$ cat src/hdl/pwc_pkg.sv
// Shared types, constants and the divide step for the pulse width capture block.
package pwc_pkg;

	localparam int unsigned TIMEOUT_W = 31;
	localparam int unsigned RATE_W    = 8;
	localparam int unsigned CNT_W     = 32;
	localparam int unsigned WIDTH_W   = 31;
	localparam int unsigned IDX_W     = 2;
	localparam int unsigned DIV_STEPS = CNT_W / RATE_W;

	// register indexes of the configuration port
	localparam logic [IDX_W-1:0] REG_ACTIVE_LEVEL  = 2'd0;
	localparam logic [IDX_W-1:0] REG_TIMEOUT_US    = 2'd1;
	localparam logic [IDX_W-1:0] REG_CYCLES_PER_US = 2'd2;

	localparam logic                 RST_ACTIVE_LEVEL  = 1'b1;
	localparam logic [TIMEOUT_W-1:0] RST_TIMEOUT_US    = 31'd1000000;
	localparam logic [RATE_W-1:0]    RST_CYCLES_PER_US = 8'd80;

	// largest timeout in cycles before the microsecond limit kicks in
	localparam logic [TIMEOUT_W-1:0] MAX_CYCLES = 31'h7FFF_FFFF;

	// one item on its way through the divider
	typedef struct packed {
		logic [RATE_W-1:0] rem;
		logic [CNT_W-1:0]  num;
		logic [CNT_W-1:0]  quo;
		logic [RATE_W-1:0] dvs;
		logic              tmo;
	} pwc_div_t;

	typedef struct packed {
		logic [RATE_W-1:0] rem;
		logic [RATE_W-1:0] quo;
	} pwc_step_t;

	// eight restoring divide steps: rem < dvs on entry, dvs nonzero
	function automatic pwc_step_t div_step8(input logic [RATE_W-1:0] rem_in,
			input logic [RATE_W-1:0] bits, input logic [RATE_W-1:0] dvs);
		pwc_step_t     res;
		logic [RATE_W:0] trial;
		res.rem = rem_in;
		res.quo = '0;
		for (int i = RATE_W - 1; i >= 0; i--) begin
			trial = {res.rem, bits[i]};
			if (trial >= {1'b0, dvs}) begin
				trial      = trial - {1'b0, dvs};
				res.quo[i] = 1'b1;
			end
			res.rem = trial[RATE_W-1:0];
		end
		return res;
	endfunction

endpackage

$ cat src/hdl/pwc_if.sv
// Channel interfaces for pin samples and measured widths.
interface pwc_sample_if;
	logic valid;
	logic ready;
	logic start_req;
	logic pin_level;

	modport source (output valid, output start_req, output pin_level, input ready);
	modport sink   (input valid, input start_req, input pin_level, output ready);
endinterface

interface pwc_result_if;
	import pwc_pkg::*;
	logic               valid;
	logic               ready;
	logic [WIDTH_W-1:0] width_us;
	logic               timed_out;

	modport source (output valid, output width_us, output timed_out, input ready);
	modport sink   (input valid, input width_us, input timed_out, output ready);
endinterface

$ cat src/hdl/pulse_width_capture_top.sv
// Top level of the pulse width capture block.
//
// Usage: one sample transaction per clock tick carries start_req and
// pin_level. A start arms a measurement: wait for the inactive level, then
// the active level, then count the active pulse until the pin drops back.
// The width leaves on the result channel as floor(cycles / cycles_per_us)
// microseconds with timed_out low. If the cycles since start pass the
// timeout (clamped to the largest rate multiple within 31 bits) a result of
// width 0 with timed_out high leaves instead. Configuration goes through
// wr_en / wr_index / wr_data; indexes beyond the register list are dropped.
//
// Throughput: one sample per cycle while the first divider stage can take a
// result. A result loads into the first divider stage and then passes the
// four divide stages, eight quotient bits per stage, to the result channel.
// When the receiver stalls, results hold in the divider stages; sample
// transactions are still taken until the first stage is full and cannot
// move on. Reset returns the registers to their defaults, drops any
// running measurement and empties the divider.
module pulse_width_capture_top (
	input  logic                      clk,
	input  logic                      arst_n,
	input  logic                      wr_en,
	input  logic [pwc_pkg::IDX_W-1:0] wr_index,
	input  logic [pwc_pkg::TIMEOUT_W-1:0] wr_data,
	pwc_sample_if.sink                sample,
	pwc_result_if.source              result
);
	import pwc_pkg::*;

	localparam logic [1:0] PH_IDLE          = 2'd0;
	localparam logic [1:0] PH_WAIT_INACTIVE = 2'd1;
	localparam logic [1:0] PH_WAIT_ACTIVE   = 2'd2;
	localparam logic [1:0] PH_PULSE         = 2'd3;

	localparam int unsigned NSTG = DIV_STEPS + 1;

	// configuration registers
	logic                 active_level_q;
	logic [TIMEOUT_W-1:0] timeout_us_q;
	logic [RATE_W-1:0]    cycles_per_us_q;

	// measurement state
	logic [1:0]       phase_q;
	logic [CNT_W-1:0] elapsed_q;
	logic [CNT_W-1:0] pulse_q;

	// background remainder of MAX_CYCLES by the rate
	logic [1:0]        mod_cnt_q;
	logic [RATE_W-1:0] mod_rem_q;
	logic [RATE_W-1:0] mod_dvs_q;
	logic [RATE_W-1:0] mod_res_q;

	// divider stages; the last one is the output register
	pwc_div_t div_s     [NSTG];
	logic     div_vld_s [NSTG];
	logic     adv       [NSTG];

	logic [RATE_W-1:0]          rate_eff;
	logic [TIMEOUT_W+RATE_W-1:0] tmo_prod;
	logic [CNT_W-1:0]           tmo_cycles;
	logic                       accept;

	logic [1:0]       phase_n;
	logic [CNT_W-1:0] elapsed_n;
	logic [CNT_W-1:0] pulse_n;
	logic             res_vld;
	logic             res_tmo;

	pwc_step_t        mod_step;
	logic [CNT_W-1:0] max_word;

	// a rate of zero behaves as one
	assign rate_eff = (cycles_per_us_q == '0) ? RATE_W'(1) : cycles_per_us_q;

	always_ff @(posedge clk or negedge arst_n) begin
		if (!arst_n) begin
			active_level_q  <= RST_ACTIVE_LEVEL;
			timeout_us_q    <= RST_TIMEOUT_US;
			cycles_per_us_q <= RST_CYCLES_PER_US;
		end else if (wr_en) begin
			unique case (wr_index)
				REG_ACTIVE_LEVEL:  active_level_q  <= wr_data[0];
				REG_TIMEOUT_US:    timeout_us_q    <= wr_data;
				REG_CYCLES_PER_US: cycles_per_us_q <= wr_data[RATE_W-1:0];
				default: ;
			endcase
		end
	end

	// Remainder of MAX_CYCLES by the rate, eight bits a cycle, rerun forever.
	// It only matters once the elapsed count nears 2^31, far beyond its lag.
	assign max_word = {1'b0, MAX_CYCLES};

	always_comb begin
		logic [CNT_W-1:0] shifted;
		shifted  = max_word << {mod_cnt_q, 3'b000};
		mod_step = div_step8((mod_cnt_q == '0) ? '0 : mod_rem_q,
			shifted[CNT_W-1 -: RATE_W],
			(mod_cnt_q == '0) ? rate_eff : mod_dvs_q);
	end

	always_ff @(posedge clk or negedge arst_n) begin
		if (!arst_n) begin
			mod_cnt_q <= '0;
			mod_res_q <= '0;
		end else begin
			mod_cnt_q <= mod_cnt_q + 2'd1;
			if (mod_cnt_q == 2'd3) begin
				mod_res_q <= mod_step.rem;
			end
		end
	end

	always_ff @(posedge clk) begin
		mod_rem_q <= mod_step.rem;
		if (mod_cnt_q == '0) begin
			mod_dvs_q <= rate_eff;
		end
	end

	// Timeout in cycles: timeout_us * rate, clamped to the largest multiple of
	// the rate that fits in 31 bits.
	assign tmo_prod = timeout_us_q * rate_eff;

	always_comb begin
		if (tmo_prod > (TIMEOUT_W + RATE_W)'(MAX_CYCLES)) begin
			tmo_cycles = CNT_W'(MAX_CYCLES) - CNT_W'(mod_res_q);
		end else begin
			tmo_cycles = tmo_prod[CNT_W-1:0];
		end
	end

	// Take a sample whenever the first divider stage can take a result.
	assign sample.ready = adv[0];
	assign accept       = sample.valid && sample.ready;

	always_comb begin
		logic at_active;
		logic running;
		at_active = (sample.pin_level == active_level_q);
		running   = 1'b1;
		phase_n   = phase_q;
		elapsed_n = elapsed_q;
		pulse_n   = pulse_q;
		res_vld   = 1'b0;
		res_tmo   = 1'b0;
		if (sample.start_req) begin
			phase_n   = PH_WAIT_INACTIVE;
			elapsed_n = '0;
			pulse_n   = '0;
		end else if (phase_q != PH_IDLE) begin
			if (elapsed_q != '1) begin
				elapsed_n = elapsed_q + CNT_W'(1);
			end
			if (phase_q == PH_PULSE && pulse_q != '1) begin
				pulse_n = pulse_q + CNT_W'(1);
			end
		end else begin
			running = 1'b0;
		end

		if (running) begin
			unique case (phase_n)
				PH_WAIT_INACTIVE: begin
					if (!at_active) begin
						phase_n = PH_WAIT_ACTIVE;
						running = 1'b0;
					end
				end
				PH_WAIT_ACTIVE: begin
					if (at_active) begin
						phase_n = PH_PULSE;
						pulse_n = '0;
						running = 1'b0;
					end
				end
				PH_PULSE: begin
					if (!at_active) begin
						phase_n = PH_IDLE;
						res_vld = 1'b1;
						running = 1'b0;
					end
				end
				default: running = 1'b0;
			endcase
		end

		// still waiting: check the timeout against the updated count
		if (running && elapsed_n > tmo_cycles) begin
			phase_n = PH_IDLE;
			res_vld = 1'b1;
			res_tmo = 1'b1;
		end
	end

	always_ff @(posedge clk or negedge arst_n) begin
		if (!arst_n) begin
			phase_q   <= PH_IDLE;
			elapsed_q <= '0;
			pulse_q   <= '0;
		end else if (accept) begin
			phase_q   <= phase_n;
			elapsed_q <= elapsed_n;
			pulse_q   <= pulse_n;
		end
	end

	// Advance chain: a stage loads when it is empty or its content moves on.
	assign adv[NSTG-1] = !div_vld_s[NSTG-1] || result.ready;

	for (genvar k = 0; k < NSTG - 1; k++) begin : g_adv
		assign adv[k] = !div_vld_s[k] || adv[k+1];
	end

	// first stage: load the dividend, zero on timeout
	always_ff @(posedge clk or negedge arst_n) begin
		if (!arst_n) begin
			div_vld_s[0] <= 1'b0;
		end else if (adv[0]) begin
			div_vld_s[0] <= accept && res_vld;
		end
	end

	always_ff @(posedge clk) begin
		if (adv[0]) begin
			div_s[0].rem <= '0;
			div_s[0].num <= res_tmo ? '0 : pulse_n;
			div_s[0].quo <= '0;
			div_s[0].dvs <= rate_eff;
			div_s[0].tmo <= res_tmo;
		end
	end

	// each later stage retires eight quotient bits, most significant first
	for (genvar k = 0; k < DIV_STEPS; k++) begin : g_div
		pwc_step_t step;

		assign step = div_step8(div_s[k].rem, div_s[k].num[CNT_W-1-RATE_W*k -: RATE_W],
			div_s[k].dvs);

		always_ff @(posedge clk or negedge arst_n) begin
			if (!arst_n) begin
				div_vld_s[k+1] <= 1'b0;
			end else if (adv[k+1]) begin
				div_vld_s[k+1] <= div_vld_s[k];
			end
		end

		always_ff @(posedge clk) begin
			if (adv[k+1]) begin
				div_s[k+1]     <= div_s[k];
				div_s[k+1].rem <= step.rem;
				div_s[k+1].quo[CNT_W-1-RATE_W*k -: RATE_W] <= step.quo;
			end
		end
	end

	assign result.valid     = div_vld_s[NSTG-1];
	assign result.width_us  = div_s[NSTG-1].quo[WIDTH_W-1:0];
	assign result.timed_out = div_s[NSTG-1].tmo;

endmodule
$ cat src/flat_wrapper.sv
// flat-port wrapper written by rule: the top's interface ports become plain ports
module pulse_width_capture_top_flat import pwc_pkg::*;
  (clk, arst_n, wr_en, wr_index, wr_data, sample_valid, sample_start_req, sample_pin_level, sample_ready, result_valid, result_width_us, result_timed_out, result_ready);
  pwc_sample_if sample_i ();
  pwc_result_if result_i ();
  input  logic clk;
  input  logic arst_n;
  input  logic wr_en;
  input  logic [pwc_pkg::IDX_W-1:0] wr_index;
  input  logic [pwc_pkg::TIMEOUT_W-1:0] wr_data;
  input wire logic [$bits(sample_i.valid)-1:0] sample_valid;
  input wire logic [$bits(sample_i.start_req)-1:0] sample_start_req;
  input wire logic [$bits(sample_i.pin_level)-1:0] sample_pin_level;
  output wire logic [$bits(sample_i.ready)-1:0] sample_ready;
  output wire logic [$bits(result_i.valid)-1:0] result_valid;
  output wire logic [$bits(result_i.width_us)-1:0] result_width_us;
  output wire logic [$bits(result_i.timed_out)-1:0] result_timed_out;
  input wire logic [$bits(result_i.ready)-1:0] result_ready;
  assign sample_i.valid = sample_valid;
  assign sample_i.start_req = sample_start_req;
  assign sample_i.pin_level = sample_pin_level;
  assign sample_ready = sample_i.ready;
  assign result_valid = result_i.valid;
  assign result_width_us = result_i.width_us;
  assign result_timed_out = result_i.timed_out;
  assign result_i.ready = result_ready;
  pulse_width_capture_top u_core (.clk(clk), .arst_n(arst_n), .wr_en(wr_en), .wr_index(wr_index), .wr_data(wr_data), .sample(sample_i), .result(result_i));
endmodule
$ cat config.mk
export PLATFORM = sky130hd
export DESIGN_NAME = pulse_width_capture_top_flat
export DESIGN_NICKNAME = d
export VERILOG_FILES = /design/src/hdl/pwc_pkg.sv /design/src/hdl/pwc_if.sv /design/src/hdl/pulse_width_capture_top.sv /design/src/flat_wrapper.sv
export SDC_FILE = /design/constraint.sdc
export NUM_CORES = 2
export LEC_CHECK = 0
export ABC_AREA = 0
export BUFFER_PORTS_ARGS = -buffer_cell sky130_fd_sc_hd__buf_2
export CAP_MARGIN = 20
export CORE_ASPECT_RATIO = 0.7
export CORE_MARGIN = 1
export CORE_UTILIZATION = 40
export DETAILED_ROUTE_END_ITERATION = 7
export PLACE_DENSITY = 0.55
export SYNTH_ARGS = -nofsm -noshare
export SYNTH_HDL_FRONTEND = slang
export SYNTH_SLANG_ARGS = --single-unit
$ cat constraint.sdc
create_clock -name clk -period 21.9 [get_ports clk]
set_input_delay 3.285 -clock clk [delete_from_list [all_inputs] [get_ports clk]]
set_output_delay 3.285 -clock clk [all_outputs]
set_load 0.005 [all_outputs]
Yosys cells after proc, flatten, opt, wreduce, memory -nomap -nowiden:

Memory sizes are Yosys's and may differ from the RTL's.
Index checks and enable logic that the tools add are counted.

* reductions and logical operators: 22
* $lt $le $gt $ge: 42
* bitwise logic cells: 8
* shift-type cells: 1
* $add $sub $neg: 44
* $mul: 1
* equality and inequality tests: 10
* multiplexer cells: 121

Operator list (number)
* 2-to-1 mux 8 bit: 51
* >= comparator 9 x 8 -> 1 bit: 40
* 2-to-1 mux 32 bit: 11
* subtractor 8 bit: 40
* adder 32 x 1 -> 32 bit, second input constant: 2
* != test 32 bit, second input constant: 2
* 2-to-1 mux 1 bit: 51
* > comparator 39 x 31 -> 1 bit, second input constant: 1
* multiplier 31 x 8 -> 39 bit: 1
* > comparator 32 bit: 1
* left shift 31 x 5 -> 32 bit, first input constant: 1
* subtractor 31 x 8 -> 32 bit, first input constant: 1
* 2-to-1 mux 2 bit: 6
* equality test 2 bit, second input constant: 5
* logical NOT 8 bit: 1
* bitwise OR 1 bit: 8
* one-hot mux 2 bit (3 select lines): 1
* AND reduction 2 bit: 3
* logical NOT 1 bit: 5
* logical OR 1 bit: 5
* equality test 2 x 1 -> 1 bit, second input constant: 2
* logical AND 1 bit: 4
* logical NOT 2 bit: 2
* adder 2 x 1 -> 2 bit, second input constant: 1
* other kinds (4): 4

* memories: 1
* memory bits (writable): 405
* output and inout port bits: 34
* flip-flop bits (word level): 137
* logic and storage cells: 265

Memories
* u_core.div_s: words 5, bits a word 81, rd ports 5, clocked after memory_dff 0, wr ports 5, RTL line pulse_width_capture_top.sv:54 `pwc_div_t div_s [NSTG];`

Logic depth before layout (Yosys ltp):

* depth after elaboration: 19
* depth in mapped cells: 115
* depth with buffers taken out: 108

Worst setup path after synthesis:

Ideal clock, no wire load.

* path kind: register to register
* from: memory u_core.div_s[2][2] in the netlist's numbering
* to: memory u_core.div_s[3][75] in the netlist's numbering, data pin
* buffers on the path: 7
* data arrival time: 19.243 ns
* slack: 2.397 ns
* cell stages (with the launch flop): 100
* cell sequence: edfxtp_1 -> inv_1 -> ha_1 -> nor2b_1 -> o21ai_0 -> a21boi_0 -> o21ai_0 -> nand2_1 -> a21o_1 -> nand2_1 -> inv_1 -> o21ai_0 -> nor2b_1 -> clkbuf_1 -> mux2i_1 -> ha_1 -> a21oi_1 -> o21ai_0 -> [... 64 more ...] -> a21oi_1 -> o21ai_0 -> a21oi_1 -> nand2_1 -> buf_1 -> o21ai_0 -> inv_1 -> ha_1 -> nor2b_1 -> o21ai_0 -> nand2b_1 -> a21o_1 -> a21o_1 -> a21o_1 -> a21o_1 -> o21bai_1 -> a211oi_1 -> mux2_2

RTL lines (RTL line)
* start: declaration: pulse_width_capture_top.sv:54

==> impl_metrics.csv <==
group,metric,value,unit
yosys,ys_warn_count,0,
cts,post_cts_buffers,0,
global_route,grt_pass1_vias,26817,
final_layout,stdcell_area,39920,um2
yosys,synth_nets,4664,
die,fp.dieH,255.0,um
sta,holdWs,0.3790,ns
route,wl_per_cell,17.20,um
sta,maxSlewViolCount,0,
die,die_width,363.4,um
final_layout,drive_gt1_share,9.809,%
final_layout,regArea,9877,um2
yosys,yosysTopAreaCellShare,17.82,%
yosys,synth_seq_area_share,27.01,%
yosys,yosys.cell_types.count,90,
global_route,globalRouteOverflowTotal,0,
yosys,async_reset_ff_share,34.18,%
yosys,synth_area,36570,um2
sta,grt_setup_unrepaired,"false",
cts,clk_path_buf_depth,3,
die,ios,74,
final_layout,fillers,8908,
place,dp_hpwl,68490,um
cts,numCtsBuffers,42,
cts,cts_tree,"yes",
yosys,synth_commonest_cells,"nand2_1 (463), inv_1 (428), ha_1 (407), a21oi_1 (250), o21ai_0 (238)",
global_route,grt_pass1_wl,147500,um
flow_run,cap_violations,0,
yosys,synth.largest_area_cell,"edfxtp_1",
final_layout,multi_input_area,24630,um2
final_layout,nets,4696,
critical_path,critPathLaunchType,"flip-flop",
die,dieArea,92640,um2
sta,finalHoldViolCount,0,
global_route,grt_usage,19.90,%
sta,fmax,49.96,MHz
route,routed_wl,91180,um
route,drc,0,
critical_path,path_class,"reg -> reg",
cts,cts_max_level,2,
critical_path,end_kind,"flip-flop",
route,ant_nets,0,
die,num_rows,92,
sta,tns,0,ns
yosys,yosysMostFrequentCell,"nand2_1",
route,drt-initial-drc-count,1670,
die,core,90250,um2
critical_path,max_stage_delay,0.48,ns
global_route,grt_max_degree,67,
cts,path_clk_slew,0.07,ns
final_layout,area_growth_syn_to_layout,9.188,%
place,dpl_cell_area,38350,um2
yosys,ys_ff_latch,354,
yosys,synth_edf_count,217,
place,portBuffers,73,
sta,slew-limit-headroom,34.40,%
yosys,synth_area_per_cell,9.114,um2
critical_path,cp.arrival,20.38,ns
route,drt_pass1_iterations,8,
status,outcome,"completed",
yosys,netlist_top_cells_area,"edfxtp_1 (18%), ha_1 (14%), fa_1 (11%), dfrtp_1 (7.6%), xnor2_1 (4.9%)",
place,gp_congestion,0.8407,
route,vias,27670,
sta,finClkSkew,0.04676,ns
critical_path,path_max_fanout,15,
critical_path,critPathSlowestCell,"edfxtp_1",
die,initial_utilization,40.52,%
critical_path,cp.required,22.27,ns
cts,clock-sinks,354,
yosys,synthFlopType,"edfxtp_1",
yosys,synthCells,4012,
sta,finalCriticalPeriod,20.01,ns
sta,worst_slew_pin_slew,0.9840,ns
cts,clock_tree.root_cell,"clkbuf_16",
route,viasPerCell,5.220,
global_route,antenna_found_initial,3,
cts,clk_latency,0.62,ns
hold_path,holdCritPathClass,"reg -> reg",
sta,finalCritPeriodShare,91.39,%
sta,setup_viol,0,
-- final cells by class --
cell class | count | area share [%]
sequential | 354 | 24.74
antenna | 1 | 0.006268
timing repair buffer | 122 | 1.852
multi-input combinational | 3095 | 61.70
tap | 1222 | 3.830
clock inverter | 23 | 0.8712
inverter | 429 | 4.033
clock buffer | 55 | 2.965
-- worst paths after layout --
path                                                   start                                   to  slack, ns  cells past startpoint
max in group asynchronous                             arst_n       u_core.pulse_q[29]$_DFFE_PN0P_      17.88                      2
min in group asynchronous                             arst_n  u_core.timeout_us_q[23]$_DFFE_PN0P_       2.67                      1
min                        u_core.div_s[0][45]$_SDFFCE_PP0N_        u_core.div_s[1][45]$_DFFE_PP_       0.38                      0
max reg2reg                     u_core.div_s[2][2]$_DFFE_PP_        u_core.div_s[3][75]$_DFFE_PP_       1.89                     95
max                             u_core.div_s[2][2]$_DFFE_PP_        u_core.div_s[3][75]$_DFFE_PP_       1.89                     95
min reg2reg                u_core.div_s[0][45]$_SDFFCE_PP0N_        u_core.div_s[1][45]$_DFFE_PP_       0.38                      0
-- registers in the layout, summed over array words and instances, names as in the netlist --
signal and cells:
u_core.active_level_q 1, u_core.cycles_per_us_q 8, u_core.div_s 217, u_core.div_vld_s 4, u_core.elapsed_q 32, u_core.mod_cnt_q 2
u_core.mod_dvs_q 8, u_core.mod_rem_q 8, u_core.mod_res_q 8, u_core.phase_q 2, u_core.pulse_q 32, u_core.result.valid 1
u_core.timeout_us_q 31
-- what timing repair did --
item                                    in CTS  in global routing
hold buffers                                 0                  0
endpoints found under the setup margin       0                 19
gates resized for setup                      0                 17
-- layer usage --
| metal | global-route usage [%] | share of wire [%] |
|---|---|---|
| met2 | 29.43 | 41 |
| met5 | 0 | 0 |
| met3 | 2.172 | 4.0 |
| met4 | 3.580 | 1.4 |
| met1 | 31.09 | 54 |
-- critical path: cells and delay by family (launching register included) --
kind                       cells  cell delay (ns)
AOI/OAI and AO/OA             60            10.78
adders and majority gates      8             2.52
buffers and inverters          9             1.34
DFF                            1             0.48
muxes                          7             2.58
and+or+nand+nor               11             2.04
-- layout by cell type (no fill, tap or decap), types with 20 or more instances in the layout --
cell         n
clkbuf_16   44
nand3_1     62
nand4_1     59
and3_1      24
dfrtp_1    111
xnor2_1    205
o21a_1      28
fa_1       205
ha_1       407
edfxtp_1   217
nor3_1      39
nor2_1     237
a21o_1      94
nand2b_1    47
buf_4       49
nand2_1    457
nor2b_1     54
inv_1      427
o21bai_1    43
o31ai_1     42
mux2i_1     57
buf_2       72
a21oi_1    246
xor2_1      93
and2_1     108
o21ai_0    235
a31oi_1     20
mux2_2     144
-- stage by stage --
step           worst slack [ns]  cells  util, %
2_1_floorplan             2.397   4012        -
3_3_place_gp              1.157   5222    42.49
3_5_place_dp              1.024   5222    42.49
4_1_cts                  0.9317   5300    44.19
5_1_grt                 0.01232   5300    44.24
6_report                  1.885   5301    44.24
-- cell families (layout without fill, tap and decap cells) --
logic type / Yosys count / after routing / share of synthesized area (%)
buf+inv: 563 / 629 / 5.817
compound gates: 814 / 814 / 13.77
mux: 204 / 204 / 6.105
fa+ha+maj: 614 / 614 / 25.21
simple gates: 1164 / 1164 / 14.94
xor+xnor: 298 / 298 / 7.138
other cells: 1 / 2 / 0.01026
flops: 354 / 354 / 27.01
Power is not shown: default switching activity piles up to over one toggle a cycle in this logic, so the estimate is an artifact.
